===== config.mk =====
export PLATFORM = sky130hd
export DESIGN_NAME = header_param_tokenizer
export DESIGN_NICKNAME = d
export VERILOG_FILES = /design/src/hw/rtl/hpt_pkg.sv /design/src/hw/rtl/header_param_tokenizer.sv
export SDC_FILE = /design/constraint.sdc
export NUM_CORES = 1
export LEC_CHECK = 0
export ABC_AREA = 1
export ABC_CLOCK_PERIOD_IN_PS = 4670
export BUFFER_PORTS_ARGS = -buffer_cell sky130_fd_sc_hd__buf_2
export CORE_ASPECT_RATIO = 2
export CORE_MARGIN = 2
export CORE_UTILIZATION = 30
export CTS_CLUSTER_DIAMETER = 40
export DETAILED_ROUTE_END_ITERATION = 6
export GPL_ROUTABILITY_DRIVEN = 1
export GPL_TIMING_DRIVEN = 1
export PLACE_DENSITY_LB_ADDON = 0.08
export SLEW_MARGIN = 20
export SYNTH_ARGS = -nofsm -noshare
export SYNTH_HDL_FRONTEND = slang
export SYNTH_SLANG_ARGS = --single-unit

===== constraint.sdc =====
create_clock -name clk -period 4.67 [get_ports clk]
set_clock_uncertainty 0.15 [all_clocks]
set_input_delay 0.7005 -clock clk [delete_from_list [all_inputs] [get_ports clk]]
set_output_delay 0.7005 -clock clk [all_outputs]
set_load 0.03 [all_outputs]

===== src/hw/rtl/hpt_pkg.sv =====
// ----------------------------------------------------------------------------
// hpt_pkg
// Types and constants shared by the header parameter tokenizer.
// ----------------------------------------------------------------------------
package hpt_pkg;

  localparam int MAX_LEN_DEF = 4096;
  localparam int FIELD_W     = 13;
  localparam int ADDR_W      = 3;
  localparam int DATA_W      = 32;

  localparam logic [7:0] CH_SEMI  = 8'h3B;
  localparam logic [7:0] CH_EQ    = 8'h3D;
  localparam logic [7:0] CH_SP    = 8'h20;
  localparam logic [7:0] CH_TAB   = 8'h09;
  localparam logic [7:0] CH_QUOTE = 8'h22;
  localparam logic [7:0] CH_NUL   = 8'h00;

  // register index carried in paddr[2]
  localparam logic REG_NUL_IS_END = 1'b0;

  typedef enum logic [5:0] {
    PH_SKIP = 6'b000001,
    PH_NAME = 6'b000010,
    PH_EQ   = 6'b000100,
    PH_QVAL = 6'b001000,
    PH_BVAL = 6'b010000,
    PH_JUNK = 6'b100000
  } phase_t;

  typedef struct packed {
    logic [7:0] data_byte;
    logic       last_byte;
  } in_item_t;

  typedef struct packed {
    logic               param_found;
    logic [FIELD_W-1:0] name_offset;
    logic [FIELD_W-1:0] name_length;
    logic               has_value;
    logic [FIELD_W-1:0] value_offset;
    logic [FIELD_W-1:0] value_length;
    logic               value_quoted;
    logic               end_of_header;
    logic               too_long;
  } out_item_t;

endpackage


===== src/hw/rtl/header_param_tokenizer.sv =====
// ----------------------------------------------------------------------------
// header_param_tokenizer
// Splits a header value, one byte per item, into ;-separated name=value
// parameters and reports offsets and lengths of each one.
//
//   channel   direction  handshake                 payload
//   in        input      in_valid / in_ready       in_item  (in_item_t)
//   out       output     out_valid / out_ready     out_item (out_item_t)
//   cfg       input      psel / penable / pready   paddr, pwdata, prdata
//
// one byte is taken every cycle while in_ready is high; a result appears in the cycle after its byte
// the parse state updates in one pass; a single output register holds results
// in_ready drops only while a result waits in the output register
// synchronous reset returns the parse state, out_valid and nul_is_end to their defaults
// ----------------------------------------------------------------------------
module header_param_tokenizer
  import hpt_pkg::*;
#(
  parameter int MAX_LEN = MAX_LEN_DEF
) (
  input  logic              clk,
  input  logic              rst,
  input  logic              in_valid,
  output logic              in_ready,
  input  in_item_t          in_item,
  output logic              out_valid,
  input  logic              out_ready,
  output out_item_t         out_item,
  input  logic              psel,
  input  logic              penable,
  input  logic              pwrite,
  input  logic [ADDR_W-1:0] paddr,
  input  logic [DATA_W-1:0] pwdata,
  output logic [DATA_W-1:0] prdata,
  output logic              pready
);

  localparam int POS_W = $clog2(MAX_LEN + 1);
  localparam logic [POS_W-1:0] POS_MAX = POS_W'(MAX_LEN);

  function automatic logic [POS_W-1:0] sat_inc(input logic [POS_W-1:0] v);
    return (v >= POS_MAX) ? POS_MAX : v + POS_W'(1);
  endfunction

  function automatic logic [FIELD_W-1:0] to_field(input logic [POS_W-1:0] v);
    logic [POS_W+FIELD_W-1:0] ext;
    ext = {{FIELD_W{1'b0}}, v};
    return ext[FIELD_W-1:0];
  endfunction

  logic nul_is_end;

  phase_t           phase, phase_next;
  logic [POS_W-1:0] byte_position, byte_position_next;
  logic [POS_W-1:0] name_offset, name_offset_next;
  logic [POS_W-1:0] name_length, name_length_next;
  logic [POS_W-1:0] value_offset, value_offset_next;
  logic [POS_W-1:0] value_length, value_length_next;
  logic             has_value, has_value_next;
  logic             quoted, quoted_next;
  logic             stopped, stopped_next;
  logic             overflow, overflow_next;

  logic       in_accept;
  logic       found;
  logic       emit;
  logic       blank;
  logic [7:0] c;
  logic       last;
  out_item_t  result;

  assign pready    = 1'b1;
  assign in_ready  = !out_valid || out_ready;
  assign in_accept = in_valid && in_ready;
  assign c         = in_item.data_byte;
  assign last      = in_item.last_byte;
  assign blank     = (c == CH_SP) || (c == CH_TAB);

  // configuration
  always_ff @(posedge clk) begin
    if (rst) begin
      nul_is_end <= 1'b0;
    end else if (psel && penable && pwrite && pready && paddr[2] == REG_NUL_IS_END) begin
      nul_is_end <= pwdata[0];
    end
  end

  assign prdata = (paddr[2] == REG_NUL_IS_END) ? {{(DATA_W-1){1'b0}}, nul_is_end}
                                               : '0;

  // parse step
  always_comb begin
    phase_next         = phase;
    byte_position_next = byte_position;
    name_offset_next   = name_offset;
    name_length_next   = name_length;
    value_offset_next  = value_offset;
    value_length_next  = value_length;
    has_value_next     = has_value;
    quoted_next        = quoted;
    stopped_next       = stopped;
    overflow_next      = overflow;
    found              = 1'b0;

    if (!stopped) begin
      if (nul_is_end && c == CH_NUL) begin
        found        = (phase != PH_SKIP);
        phase_next   = PH_SKIP;
        stopped_next = 1'b1;
      end else begin
        if (byte_position >= POS_MAX) begin
          overflow_next = 1'b1;
        end
        byte_position_next = sat_inc(byte_position);
        unique case (phase)
          PH_SKIP: begin
            if (!(c == CH_SEMI || blank)) begin
              name_offset_next  = byte_position;
              value_offset_next = '0;
              value_length_next = '0;
              quoted_next       = 1'b0;
              if (c == CH_EQ) begin
                name_length_next  = '0;
                has_value_next    = 1'b1;
                value_offset_next = sat_inc(byte_position);
                phase_next        = PH_EQ;
              end else begin
                name_length_next = POS_W'(1);
                has_value_next   = 1'b0;
                phase_next       = PH_NAME;
              end
            end
          end
          PH_NAME: begin
            if (c == CH_EQ) begin
              has_value_next    = 1'b1;
              value_offset_next = sat_inc(byte_position);
              value_length_next = '0;
              phase_next        = PH_EQ;
            end else if (c == CH_SEMI) begin
              found      = 1'b1;
              phase_next = PH_SKIP;
            end else if (blank) begin
              phase_next = PH_JUNK;
            end else begin
              name_length_next = sat_inc(name_length);
            end
          end
          PH_EQ: begin
            if (c == CH_QUOTE) begin
              quoted_next       = 1'b1;
              value_offset_next = sat_inc(byte_position);
              value_length_next = '0;
              phase_next        = PH_QVAL;
            end else begin
              value_offset_next = byte_position;
              if (c == CH_SEMI) begin
                value_length_next = '0;
                found             = 1'b1;
                phase_next        = PH_SKIP;
              end else if (blank) begin
                value_length_next = '0;
                phase_next        = PH_JUNK;
              end else begin
                value_length_next = POS_W'(1);
                phase_next        = PH_BVAL;
              end
            end
          end
          PH_QVAL: begin
            if (c == CH_QUOTE) begin
              phase_next = PH_JUNK;
            end else begin
              value_length_next = sat_inc(value_length);
            end
          end
          PH_BVAL: begin
            if (c == CH_SEMI) begin
              found      = 1'b1;
              phase_next = PH_SKIP;
            end else if (blank) begin
              phase_next = PH_JUNK;
            end else begin
              value_length_next = sat_inc(value_length);
            end
          end
          PH_JUNK: begin
            if (c == CH_SEMI) begin
              found      = 1'b1;
              phase_next = PH_SKIP;
            end
          end
          default: begin
            phase_next = PH_SKIP;
          end
        endcase
      end
    end

    if (last && !found) begin
      found = (phase_next != PH_SKIP);
    end
    emit = found || last;

    result.param_found   = found;
    result.name_offset   = found ? to_field(name_offset_next) : '0;
    result.name_length   = found ? to_field(name_length_next) : '0;
    result.has_value     = found && has_value_next;
    result.value_offset  = (found && has_value_next) ? to_field(value_offset_next) : '0;
    result.value_length  = (found && has_value_next) ? to_field(value_length_next) : '0;
    result.value_quoted  = found && has_value_next && quoted_next;
    result.end_of_header = last;
    result.too_long      = overflow_next;
  end

  // parse state
  always_ff @(posedge clk) begin
    if (rst || (in_accept && last)) begin
      phase         <= PH_SKIP;
      byte_position <= '0;
      name_offset   <= '0;
      name_length   <= '0;
      value_offset  <= '0;
      value_length  <= '0;
      has_value     <= 1'b0;
      quoted        <= 1'b0;
      stopped       <= 1'b0;
      overflow      <= 1'b0;
    end else if (in_accept) begin
      phase         <= phase_next;
      byte_position <= byte_position_next;
      name_offset   <= name_offset_next;
      name_length   <= name_length_next;
      value_offset  <= value_offset_next;
      value_length  <= value_length_next;
      has_value     <= has_value_next;
      quoted        <= quoted_next;
      stopped       <= stopped_next;
      overflow      <= overflow_next;
    end
  end

  // output register
  always_ff @(posedge clk) begin
    if (rst) begin
      out_valid <= 1'b0;
    end else if (in_accept && emit) begin
      out_valid <= 1'b1;
    end else if (out_ready) begin
      out_valid <= 1'b0;
    end
  end

  always_ff @(posedge clk) begin
    if (in_accept && emit) begin
      out_item <= result;
    end
  end

  // checks
  a_empty_result: assert property (@(posedge clk) disable iff (rst)
    out_valid && !out_item.param_found |->
      out_item.name_length == '0 && !out_item.has_value && out_item.name_offset == '0)
    else $error("empty result carries parameter fields");

  a_no_value: assert property (@(posedge clk) disable iff (rst)
    out_valid && !out_item.has_value |->
      out_item.value_length == '0 && !out_item.value_quoted)
    else $error("value fields set without a value");

  a_stopped_skip: assert property (@(posedge clk) disable iff (rst)
    stopped |-> phase == PH_SKIP)
    else $error("parse continued after zero byte");

  a_last_clears: assert property (@(posedge clk) disable iff (rst)
    in_accept && last |=> byte_position == '0 && phase == PH_SKIP && !stopped && !overflow)
    else $error("state not cleared after final byte");

  a_last_reports: assert property (@(posedge clk) disable iff (rst)
    in_accept && last |=> out_valid && out_item.end_of_header)
    else $error("final byte gave no result");

endmodule

# Yosys cells after proc, flatten, opt, wreduce, memory -nomap -nowiden
# Index checks and enable logic that the tools add are counted.
dict set report word_totals {
  word_cells 136
  inputBits 51
  out_inout_bits 92
  reg_bits 134
}
dict set report classes {
  mux 72
  magnitude_cmp 3
  n_reduce_logical 21
  bitwise 3
  addsub 3
  eq_ne 13
}
# op n
set op_table {}
lappend op_table {{$mux 13} 26}
lappend op_table {{$mux 6} 11}
lappend op_table {{$pmux 13 s5} 1}
lappend op_table {{$add 13x1->13 const B} 3}
lappend op_table {{$ge 13x13->1 const B} 3}
lappend op_table {{$pmux 13 s3} 1}
lappend op_table {{$pmux 6 s6} 1}
lappend op_table {{$eq 8x6->1 const B} 4}
lappend op_table {{$mux 1} 27}
lappend op_table {{$pmux 13 s2} 1}
lappend op_table {{$ne 6x1->1 const B} 2}
lappend op_table {{$logic_and 1x1->1} 10}
lappend op_table {{$eq 8x4->1 const B} 1}
lappend op_table {{$logic_not 8->1} 1}
lappend op_table {{$eq 6x1->1 const B} 1}
lappend op_table {{$eq 6x2->1 const B} 1}
lappend op_table {{$eq 6x3->1 const B} 1}
lappend op_table {{$eq 6x4->1 const B} 1}
lappend op_table {{$eq 6x5->1 const B} 1}
lappend op_table {{$eq 6x6->1 const B} 1}
lappend op_table {{$logic_or 1x1->1} 5}
lappend op_table {{$pmux 1 s2} 2}
lappend op_table {{$mux 3} 1}
lappend op_table {{$not 1->1} 3}
lappend op_table {{5 further kinds} 6}

# Longest topological paths before layout
dict set report logic_depth {
  depth_word 13
  depth_mapped 16
  ltp_nobuf 15
}

# Worst setup path before layout
# No wires, ideal clock.
dict set report synth_timing {
  kind {input to register}
  startpoint {in in_item[7] in the netlist's numbering}
  endpoint {reg out_item[0] in the netlist's numbering (enable)}
  slack_ns 0.071
  arrival_time_ns 3.976
  required_ns 4.046
  stages 11
  n_path_buf 0
  setup_ns 0.474
  path_cell_list {inv_1 nand2_1 nor2_1 nand2_2 inv_1 o21ai_0 nand2_1 nand2_1 nand2_1 inv_1 nor2_1}
}
dict set report synth_via {
  elab_chain_cells 12
  word_cells_on_any_way 34
  classes_between {eq/ne (6); mux (20); reduce/logical (8)}
}
# element line_no
set synth_lines {}
lappend synth_lines {{from (decl)} header_param_tokenizer.sv:25} ;# input in_item_t in_item,
lappend synth_lines {{$eq 8x6->1 or $eq 8x4->1 (tied branches)} header_param_tokenizer.sv:77} ;# assign blank = (c == CH_SP) || (c == CH_TAB);
lappend synth_lines {{$logic_or 1x1->1} header_param_tokenizer.sv:77}
lappend synth_lines {{$mux 6, on equally long branches} {header_param_tokenizer.sv:143, header_param_tokenizer.sv:181, header_param_tokenizer.sv:161}}
lappend synth_lines {{$mux 6, on equally long branches} {header_param_tokenizer.sv:178, header_param_tokenizer.sv:157}}
lappend synth_lines {{$mux 6, on equally long branches} {header_param_tokenizer.sv:135, header_param_tokenizer.sv:150}}
lappend synth_lines {{$pmux 6 s6} header_param_tokenizer.sv:115} ;# unique case (phase)
lappend synth_lines {{$mux 6} header_param_tokenizer.sv:106} ;# if (nul_is_end && c == CH_NUL) begin
lappend synth_lines {{$mux 6} header_param_tokenizer.sv:105} ;# if (!stopped) begin
lappend synth_lines {{$ne 6x1->1} header_param_tokenizer.sv:201} ;# found = (phase_next != PH_SKIP);
lappend synth_lines {{$mux 1 *} header_param_tokenizer.sv:200} ;# if (last && !found) begin
lappend synth_lines {{$logic_or 1x1->1 *} header_param_tokenizer.sv:203} ;# emit = found || last;
lappend synth_lines {{$logic_and 1x1->1 *} header_param_tokenizer.sv:255} ;# if (in_accept && emit) begin
lappend synth_lines {{to (signal assigned)} header_param_tokenizer.sv:256} ;# out_item <= result;
lappend synth_lines {{to (decl)} header_param_tokenizer.sv:28} ;# output out_item_t out_item,
# Mark *: on every way between the ends. The rest lies on a longest branch, timed or not.
# A chain may end at the register's enable or synchronous reset.

==> impl_metrics.env <==
export IMPL_synth_compound_area_share_pct=17.9
export IMPL_grt_usage_pct=17.2
export IMPL_yosys_area_top_type="edfxtp_1"
export IMPL_grt_pass1_vias=6588
export IMPL_slew_violations=0
export IMPL_ys_warn_count=0
export IMPL_pin_count=143
export IMPL_synth_edf_count=57
export IMPL_cp_end_kind="flop"
export IMPL_synth_top_family_by_area="simple AND/OR/NAND/NOR gates"
export IMPL_ant_nets=0
export IMPL_post_cts_setup_buffer_count=0
export IMPL_drc=0
export IMPL_crit_start="in_item[5]"
export IMPL_final_cell_mix="210 x nand2_1, 149 x inv_1, 101 x nor2_1"
export IMPL_final_nets=1156
export IMPL_drive_gt1_share_pct=15.0
export IMPL_async_flop_share_pct=0
export IMPL_wl_mm=21.8
export IMPL_worst_slew_pin_transition_ps=921
export IMPL_cp_arrival_ps=3100
export IMPL_die_h_um=229
export IMPL_min_from="rst"
export IMPL_rsz0062_at_grt="false"
export IMPL_fp_row_count=82
export IMPL_stdcell_area_mm2=0.00874
export IMPL_clockRootBuffer="clkbuf_16"
export IMPL_ys_flop_type="dfxtp_1"
export IMPL_cts_resized=0
export IMPL_synthTopCellsByArea="edfxtp_1 23%, dfxtp_1 20%, nand2_1 10%, inv_1 7.4%, o21ai_0 5.7%"
export IMPL_synth_simple_gate_area_share_pct=24.6
export IMPL_syn_area_mm2=0.00757
export IMPL_viasPerCell=4.62
export IMPL_drt_iter0_drc=310
export IMPL_cts_buffers=17
export IMPL_place_hpwl_mm=15.5
export IMPL_cts_sinks=134
export IMPL_synth_mux_area_share_pct=0
export IMPL_grt_pass1_wl_mm=34.8
export IMPL_status="complete, no violations"
export IMPL_ir_worst_vdd_mv=0.191
export IMPL_clkSlewWorstSetupHoldPaths_ps=60
export IMPL_final_common_cell="nand2_1"
export IMPL_grt_max_degree=87
export IMPL_finalNonFillerCells=1448
export IMPL_n_antenna_cell=0
export IMPL_start_kind="primary input"
export IMPL_max_cap_violations=0
export IMPL_pwr_density_cell_mw_per_mm2=360
export IMPL_routedWlPerCell_um=15.1
export IMPL_synth_adder_area_share_pct=0.992
export IMPL_yosysTopAreaCellShare_pct=22.6
export IMPL_fin_crit_sh_pct=65.8
export IMPL_hold_viol_final=0
export IMPL_synthCells=1030
export IMPL_place_area_mm2=0.00817
export IMPL_antenna_found_initial=0
export IMPL_hold_slack_ps=285
export IMPL_cts_tree="done"
export IMPL_dr_pass1_iters=7
export IMPL_dieArea_mm2=0.0266
export IMPL_cts_htree_levels=4
export IMPL_vias=6686
export IMPL_criticalPathCategory="in2reg"
export IMPL_area_growth_pct=15.5
export IMPL_yosysSeqAreaShare_pct=43.0
export IMPL_synth_cell_types=46
export IMPL_clkLatencyLatePin_ps=440
export IMPL_die_w_um=116
export IMPL_relSlewSlack_pct=38.6
export IMPL_crit_fanout=28
export IMPL_p_leak_nw=3.87
export IMPL_ys_ff_latch=134
export IMPL_min_path_type="in2reg"
export IMPL_clock_path_buffers=2
export IMPL_grt_overflow=0
export IMPL_cp_required_ps=4700
export IMPL_core_area_mm2=0.0249
export IMPL_synth_xor_area_share_pct=0.116
export IMPL_fmax_mhz=325
export IMPL_globalplace_congestion=0.868
export IMPL_start_util_pct=30.4
export IMPL_p_total_mw=3.14
export IMPL_period_minus_slack_ps=3070
export IMPL_avgSynthCellArea_um2=7.35
export IMPL_port_buffers=77
export IMPL_report_final_setup_viol=0
export IMPL_dp_cells=1416
export IMPL_cts_hold_buf=0
export IMPL_fin_setup_tns_ps=0
export IMPL_reg2reg_from="stopped"
-- critical path: stages --
cell and delay (ps):
buf_2 120, inv_1 50, nand2_1 40, nor2_1 170
nand2_1 210, nand2_1 420, clkinv_1 270, nand2_1 150
nand2_1 70, nand2_1 70, o21ai_1 90, nor3_2 180
nand2_2 110, nand3_4 350, inv_1 70
-- cell type report --
class / count / area (um2)
inverter: 157 / 589
clock inverter: 12 / 126
tap: 336 / 420
sequential: 134 / 3250
fill: 2675 / 16200
clock buffer: 20 / 447
multi-input combinational: 701 / 3430
timing repair buffer: 88 / 480
-- metal layers --
layer	GRT usage [%]	part of all wire, %	vias to the layer above
li1	-	-	3426
met1	17.9	38	3093
met2	32.8	56	139
met3	3.37	3.7	28
met4	6.40	2.0	0
met5	0	0	-
-- final timing paths --
check / end / slack (ps) / depth (start not counted)
worst max-delay path: out_item[29] / 1600 / 15
worst min-delay path: out_valid / 280 / 2
worst max register to register: out_item[4] / 1710 / 13
worst min register to register: overflow / 330 / 2
-- synth_stat cells (3+ instances only) --
cell,n
a21oi_1,83
nand2_1,210
nor2_2,25
o21ai_0,86
a21boi_0,10
o22ai_1,11
nor2_4,4
inv_2,3
clkinv_1,5
o211ai_1,23
inv_1,149
dfxtp_1,77
buf_2,5
clkbuf_1,26
nand3_1,51
o21ai_1,3
nor2_1,102
edfxtp_1,57
a21boi_1,8
nor3_1,8
nand2_2,8
a22oi_1,4
nand4_1,7
buf_4,32
ha_1,6
-- registers in the layout, indices dropped and copies added, names as in the netlist, 6 cells and up --
name / flops
value_length: 13
value_offset: 13
out_item: 57
name_length: 13
name_offset: 13
phase: 6
byte_position: 13
-- where the power goes --
group	total [mW]	internal [mW]	leakage (nW)	switching [mW]
Combinational	0.478	0.122	2.41	0.357
Sequential	1.32	1.28	1.19	0.0388
Clock	1.35	0.797	0.270	0.550
-- through the flow --
stage	util, %	setup WS, ps
final	35.1	1600
after CTS	35.1	1530
after floorplan	-	70.6
after global routing	35.1	1360
after detailed placement	32.8	1050
after global placement	32.8	1060
-- logic make-up after synthesis --
family / after synthesis
other: 2
flip-flops: 134
adder cells (fa/ha/maj): 6
buffers and inverters: 225
AND/OR/NAND/NOR: 424
XOR/XNOR: 1
AO/OA/AOI/OAI: 238
Power figures use the tool's default switching activity.
